--- config.mk ---
export PLATFORM = sky130hd
export DESIGN_NAME = jpjs_ctrl
export DESIGN_NICKNAME = d
export VERILOG_FILES = /design/src/rtl/jpjs_pkg.sv /design/src/rtl/jpjs_ctrl.sv
export SDC_FILE = /design/constraint.sdc
export NUM_CORES = 1
export LEC_CHECK = 0
export ABC_AREA = 1
export BUFFER_PORTS_ARGS = -buffer_cell sky130_fd_sc_hd__buf_2
export CORE_MARGIN = 2
export CORE_UTILIZATION = 35
export DETAILED_ROUTE_END_ITERATION = 6
export PLACE_DENSITY_LB_ADDON = 0.2
export REMOVE_ABC_BUFFERS = 1
export SLEW_MARGIN = 20
export SYNTH_ARGS = -nofsm -noshare
export SYNTH_HDL_FRONTEND = slang
export SYNTH_SLANG_ARGS = --single-unit
--- constraint.sdc ---
create_clock -name clk -period 2 [get_ports clk]
set_input_delay 0.2 -clock clk [delete_from_list [all_inputs] [get_ports clk]]
set_output_delay 0.2 -clock clk [all_outputs]
set_load 0.02 [all_outputs]
--- src/rtl/jpjs_pkg.sv ---
// ----------------------------------------------------------------------------
// jpjs_pkg
// Types and constants shared by the periodic job scheduler modules.
// ----------------------------------------------------------------------------
package jpjs_pkg;

  localparam int TIME_W = 32;
  localparam int PER_W  = 26;
  localparam int SPAN_W = 24;
  localparam int OFF_W  = 25;
  localparam int CYC_W  = 34;
  localparam int PROD_W = 60;
  localparam int WIDE_W = 62;
  localparam int SEED_W = 31;
  localparam int DIV_W  = 32;
  localparam int PADDR_W = 3;

  localparam logic [1:0] FUNC_LOAD  = 2'd0;
  localparam logic [1:0] FUNC_CLEAR = 2'd1;
  localparam logic [1:0] FUNC_TICK  = 2'd2;

  localparam logic [1:0] KIND_FIRED   = 2'd0;
  localparam logic [1:0] KIND_SUMMARY = 2'd1;
  localparam logic [1:0] KIND_ACCEPT  = 2'd2;
  localparam logic [1:0] KIND_REJECT  = 2'd3;

  localparam logic [0:0] REG_SEED = 1'b0;

  localparam logic [PER_W-1:0]  MAX_PERIOD  = 26'd63244800;
  localparam logic [11:0]       HORIZON     = 12'd3600;
  localparam logic [3:0]        BACK_CYCLES = 4'd10;
  localparam logic [SEED_W-1:0] RAND_TOP    = 31'h7FFFFFFF;
  localparam logic [TIME_W-1:0] DUE_MAX     = 32'hFFFFFFFF;
  localparam logic [4:0]        FIRE_CAP    = 5'd16;

  typedef enum logic [2:0] {
    EMIT_NONE = 3'd0,
    EMIT_FIRE = 3'd1,
    EMIT_SUM  = 3'd2,
    EMIT_ACC  = 3'd3,
    EMIT_REJ  = 3'd4
  } emit_t;

  typedef struct packed {
    logic [PER_W-1:0]  period;
    logic [TIME_W-1:0] start;
    logic [TIME_W-1:0] finish;
    logic [SPAN_W-1:0] span;
    logic [CYC_W-1:0]  cycle;
    logic [OFF_W-1:0]  offset;
  } slot_rec_t;

  typedef struct packed {
    logic  capture;
    logic  ld_init;
    logic  ld_cycle;
    logic  tk_init;
    logic  tk_load;
    logic  tk_base;
    logic  tk_check;
    logic  tk_resync_start;
    logic  tk_resync;
    logic  dr_lim_start;
    logic  dr_limit;
    logic  dr_step;
    logic  dr_offset;
    logic  dr_zero;
    logic  mem_write;
    logic  set_valid;
    logic  clr_valid;
    logic  idx_next;
    emit_t emit;
  } cmd_t;

  typedef struct packed {
    logic [1:0] func;
    logic       slot_ok;
    logic       period_ok;
    logic       span_zero;
    logic       slot_live;
    logic       div_busy;
    logic       mul_busy;
    logic       fire;
    logic       resync;
    logic       draw_ok;
    logic       idx_last;
    logic       cap_ok;
    logic       out_free;
  } status_t;

endpackage

--- src/rtl/jpjs_ctrl.sv ---
// ----------------------------------------------------------------------------
// jpjs_ctrl
// Sequencer for load, clear and tick items of the job scheduler.
// ----------------------------------------------------------------------------
module jpjs_ctrl import jpjs_pkg::*; (
  input  logic    clk,
  input  logic    rst,
  input  logic    item_valid,
  output logic    item_stall,
  input  status_t sts,
  output cmd_t    cmd
);

  typedef enum logic [17:0] {
    S_IDLE     = 18'b000000000000000001,
    S_DECODE   = 18'b000000000000000010,
    S_REJ      = 18'b000000000000000100,
    S_LD_DIV   = 18'b000000000000001000,
    S_DR_START = 18'b000000000000010000,
    S_DR_LIM   = 18'b000000000000100000,
    S_DR_STEP  = 18'b000000000001000000,
    S_DR_MOD   = 18'b000000000010000000,
    S_LD_EMIT  = 18'b000000000100000000,
    S_T_READ   = 18'b000000001000000000,
    S_T_LOAD   = 18'b000000010000000000,
    S_T_MUL    = 18'b000000100000000000,
    S_T_CHECK  = 18'b000001000000000000,
    S_T_EMIT   = 18'b000010000000000000,
    S_T_RESYNC = 18'b000100000000000000,
    S_T_WRITE  = 18'b001000000000000000,
    S_T_NEXT   = 18'b010000000000000000,
    S_T_SUM    = 18'b100000000000000000
  } state_t;

  state_t state, state_next;
  logic   is_load;

  assign is_load    = sts.func == FUNC_LOAD;
  assign item_stall = state != S_IDLE;

  always_ff @(posedge clk) begin
    if (rst) begin
      state <= S_IDLE;
    end else begin
      state <= state_next;
    end
  end

  always_comb begin
    state_next = state;
    cmd        = '0;
    cmd.emit   = EMIT_NONE;
    case (state)
      S_IDLE: begin
        if (item_valid) begin
          cmd.capture = 1'b1;
          state_next  = S_DECODE;
        end
      end
      S_DECODE: begin
        case (sts.func)
          FUNC_LOAD: begin
            if (!sts.slot_ok) begin
              state_next = S_IDLE;
            end else if (!sts.period_ok) begin
              state_next = S_REJ;
            end else begin
              cmd.ld_init = 1'b1;
              state_next  = S_LD_DIV;
            end
          end
          FUNC_CLEAR: begin
            cmd.clr_valid = sts.slot_ok;
            state_next    = S_IDLE;
          end
          FUNC_TICK: begin
            cmd.tk_init = 1'b1;
            state_next  = S_T_READ;
          end
          default: state_next = S_IDLE;
        endcase
      end
      S_REJ: begin
        if (sts.out_free) begin
          cmd.emit   = EMIT_REJ;
          state_next = S_IDLE;
        end
      end
      S_LD_DIV: begin
        if (!sts.div_busy) begin
          cmd.ld_cycle = 1'b1;
          state_next   = S_DR_START;
        end
      end
      S_DR_START: begin
        if (sts.span_zero) begin
          cmd.dr_zero = 1'b1;
          state_next  = is_load ? S_LD_EMIT : S_T_WRITE;
        end else begin
          cmd.dr_lim_start = 1'b1;
          state_next       = S_DR_LIM;
        end
      end
      S_DR_LIM: begin
        if (!sts.div_busy) begin
          cmd.dr_limit = 1'b1;
          state_next   = S_DR_STEP;
        end
      end
      S_DR_STEP: begin
        cmd.dr_step = 1'b1;
        if (sts.draw_ok) begin
          state_next = S_DR_MOD;
        end
      end
      S_DR_MOD: begin
        if (!sts.div_busy) begin
          cmd.dr_offset = 1'b1;
          state_next    = is_load ? S_LD_EMIT : S_T_WRITE;
        end
      end
      S_LD_EMIT: begin
        if (sts.out_free) begin
          cmd.mem_write = 1'b1;
          cmd.set_valid = 1'b1;
          cmd.emit      = EMIT_ACC;
          state_next    = S_IDLE;
        end
      end
      S_T_READ: state_next = S_T_LOAD;
      S_T_LOAD: begin
        if (!sts.slot_live) begin
          state_next = S_T_NEXT;
        end else begin
          cmd.tk_load = 1'b1;
          state_next  = S_T_MUL;
        end
      end
      S_T_MUL: begin
        if (!sts.mul_busy) begin
          cmd.tk_base = 1'b1;
          state_next  = S_T_CHECK;
        end
      end
      S_T_CHECK: begin
        cmd.tk_check = 1'b1;
        state_next   = sts.fire ? S_T_EMIT : S_T_WRITE;
      end
      S_T_EMIT: begin
        if (!sts.cap_ok || sts.out_free) begin
          if (sts.cap_ok) begin
            cmd.emit = EMIT_FIRE;
          end
          if (sts.resync) begin
            cmd.tk_resync_start = 1'b1;
            state_next          = S_T_RESYNC;
          end else begin
            state_next = S_DR_START;
          end
        end
      end
      S_T_RESYNC: begin
        if (!sts.div_busy) begin
          cmd.tk_resync = 1'b1;
          state_next    = S_DR_START;
        end
      end
      S_T_WRITE: begin
        cmd.mem_write = 1'b1;
        state_next    = S_T_NEXT;
      end
      S_T_NEXT: begin
        if (sts.idx_last) begin
          state_next = S_T_SUM;
        end else begin
          cmd.idx_next = 1'b1;
          state_next   = S_T_READ;
        end
      end
      S_T_SUM: begin
        if (sts.out_free) begin
          cmd.emit   = EMIT_SUM;
          state_next = S_IDLE;
        end
      end
      default: state_next = S_IDLE;
    endcase
  end

endmodule

==> impl_results.md <==
* Status: completed
* Rel. slew slack at 0.7185
* Hold Vio Cnt, Final at 0
* Critical-path cell list: nor2_4 -> nand2_2 -> nor2_4 -> buf_12 -> nand4_1 -> buf_4 -> nor2_2 -> buf_6
* Port Buffers at 38
* Biggest register: state
* Crit path to: cmd[17]
* Number of flip-flops in the largest register at 18
* Vias in the first global route at 1443
* R2R Setup Slk at roughly 0.08 ns
* Met1 usage at 0.2487
* Clock Skew at 0.001490 ns
* Post-synth cell types at 26
* CTS root buffer: clkbuf_8
* Layout cell share with drive strength beyond 1 at 0.3834
* Antenna cells at 0
* GP Congestion at 0.8658
* Syn_area_per_cell at 6.028 um^2
* Seq/Total Area, Yosys at 0.2372
* Setup TNS at 0 ns
* Comb power frac at 0.739
* Sw frac at 0.5151
* Crit path launch: state[15]$_SDFFE_PP0P_
* Largest regs: state: 18 flops
* Final setup violation count at 0
* Post-route ant nets at 0
* Ports at 39
* Largest net degree at the start of global routing at 24
* WHS Path Cells at 3
* Most Crowded Layer GR: met2
* Sequential power share at 0.172
* Critical path's slowest cell: dfxtp_4
* Die width at 69.88 um
* Period utilization at 0.9829
* First-pass GRT wire length at just under 7 mm
* Clk sinks at 18
* Grt met2 use at 0.2656
* Residual DRC at 0
* Dominant cell by count in the synthesized netlist: nor2_1
* Drt wl/cell at 12.14 um
* H-tree Lvls at 1
* R2r startpoint: state[9]$_SDFFE_PP0P_
* Crit path kind: reg2out
* Most common cell on crit path: nor2_4
* Critical path arrival at 1.77 ns
* RSZ-0062 raised after global routing: yes
* Slew @ Worst Pin at 0.4178 ns
* Met3 usage in global routing at 0.01876
* Critical path fanouts, max at 5
* Slowest stage delay, CP at ~0.35 ns
* Yosys top cell by area: dfxtp_1
* Asr flop ratio synth at 0
* PwrDens at 1640 nW/um^2
* Endpoint class of the critical path: primary output
* Final HPWL DP at ~3.2 mm
* P_leak at 0.001147 uW
* CORE AREA at 4086 um^2
* Antenna violations before repair at 0
* Number of max-cap violations at 0
* Synthesized flop and latch total at 18
* CTS tree: built
* R2R depth at 10
* Final #Nets at 331
* Dpl ws at about 0.15 ns
* Maximum clock path buffer count at 2
* DRT Wirelength at approximately 4.4 mm
* Post-Synthesis Cells at roughly 250
* Hold crit path type: in2reg
* Critical Path RT at between 1.5 and 2 ns
* Synth warn at 0
* Die height at 69.88 um
* Top cells by count, synth: nor2_1 (58), nand2_1 (44), inv_1 (43)
* Die area at 4883 um^2
* CTS buffer count at 3
* Total track usage at 0.1739
* Starting Density at 0.3717
* Vias at 1708
* Yosys top cell area share at 0.2372
* Minimum clock period at 1.966 ns
* Setup crit start kind: flop
* Hold Crit Start: sts[8]
* Reg clk slew, reported paths at 0.07 ns
* Gr ovfl total at 0
* Main synth FF type: dfxtp_1
* Pint at about 1700 uW
* Detailed Route Iter0 Violations at 84
* Final WS setup at approximately 0.034 ns
* Mapped Area at 1519 um^2
* Vias per cell at roughly 4.7
* NetSw at around 1800 uW
* Synthesis-to-finish area growth at 37.97%
* Clock share of power at 0.090
* Worst R2R End: state[9]$_SDFFE_PP0P_
* Worst vdd ir at roughly 1000 uV
* Site Rows at 23
* Post-synth EDFFs at 0
* Dominant cells by area after synthesis: dfxtp_1 (24%), nor2_1 (14%), nand2_1 (11%), inv_1 (11%), nor2_4 (6.7%)
* Fmax at 508.7 MHz
* Detailed Routing Iterations Pass 1 at 4
* Pins Over Slew Limit at 0
* Clock Latency Late Sink at between 0.2 and 0.3 ns
-- worst max-delay path: cells and delay by family, from the launching register on --
| kind | cells | cell delay (ns) |
|---|---|---|
| AND/OR/NAND/NOR | 5 | 0.67 |
| buffers and inverters | 3 | 0.46 |
| flip-flops | 1 | 0.35 |
-- through the flow --
stage                     power, uW  hold slack, ns  instances  area, um^2  utilization
after detailed placement       2675          0.5028        341        1805       0.4418
after CTS                      3055          0.2250        348        1898       0.4645
final                          3437          0.2235        363        2096       0.5129
after global placement         2687          0.5137        341        1805       0.4418
after global routing           3752          0.2445        363        2096       0.5129
after floorplan                2052          0.2761        246        1463            -
-- worst min-delay path by stage --
| stage | end | slack, ns |
|---|---|---|
| 6_report | state[16]$_SDFFE_PP0P_ | 0.22 |
| 5_1_grt | state[16]$_SDFFE_PP0P_ | 0.24 |
| 4_1_cts | state[16]$_SDFFE_PP0P_ | 0.23 |
| 3_5_place_dp | state[16]$_SDFFE_PP0P_ | 0.50 |
| 3_3_place_gp | state[16]$_SDFFE_PP0P_ | 0.51 |
| 2_1_floorplan | state[9]$_SDFFE_PP0P_ | 0.28 |
-- cells in the final DEF (no fill, tap or decap), types with 2 or more instances in the layout --
cell type	instances
nor2_1	54
inv_1	42
nand2_1	42
buf_2	34
buf_4	24
nand3_1	17
nor2_4	15
nand4_1	11
nand2_2	9
dfxtp_1	9
dfxtp_2	8
nand3_2	7
nor3_1	7
nor2_2	4
clkbuf_8	4
inv_2	3
a21oi_1	3
nand2_4	3
buf_12	3
nor3_2	2
-- repair_timing --
| action | 4_1_cts | 5_1_grt |
|---|---|---|
| resized for setup | 4 | 30 |
| pin swaps | 4 | 15 |
| setup endpoints to repair | 4 | 23 |
| buffers inserted | 3 | 14 |
| hold buffers | 0 | 0 |
| cloned | 0 | 1 |
-- metal layers --
metal	part of all wire	up-vias
met5	0	-
met4	0.017	0
met3	0.069	5
met2	0.44	64
met1	0.47	728
li1	-	911
-- final cells by class --
class / instances / area, um^2
fill: 442 / 1991
multi-input combinational: 184 / 1013
timing repair buffer: 62 / 421.7
sequential: 18 / 374.1
inverter: 45 / 168.9
tap: 50 / 62.56
clock buffer: 4 / 55.05
-- power by group through the flow --
stage	combinational (uW)	sequential (uW)	clock, uW
floorplan	1500	554	0
global placement	2120	567	0
detailed placement	2110	567	0
CTS	2180	562	313
global route	2810	606	332
finish	2540	590	308
-- cells by family after synthesis --
logic type / Yosys count / synth area share
buf+inv: 51 / 0.1483
compound gates: 8 / 0.03048
simple gates: 175 / 0.5840
flops: 18 / 0.2372
(Power assumes the default switching activity.)
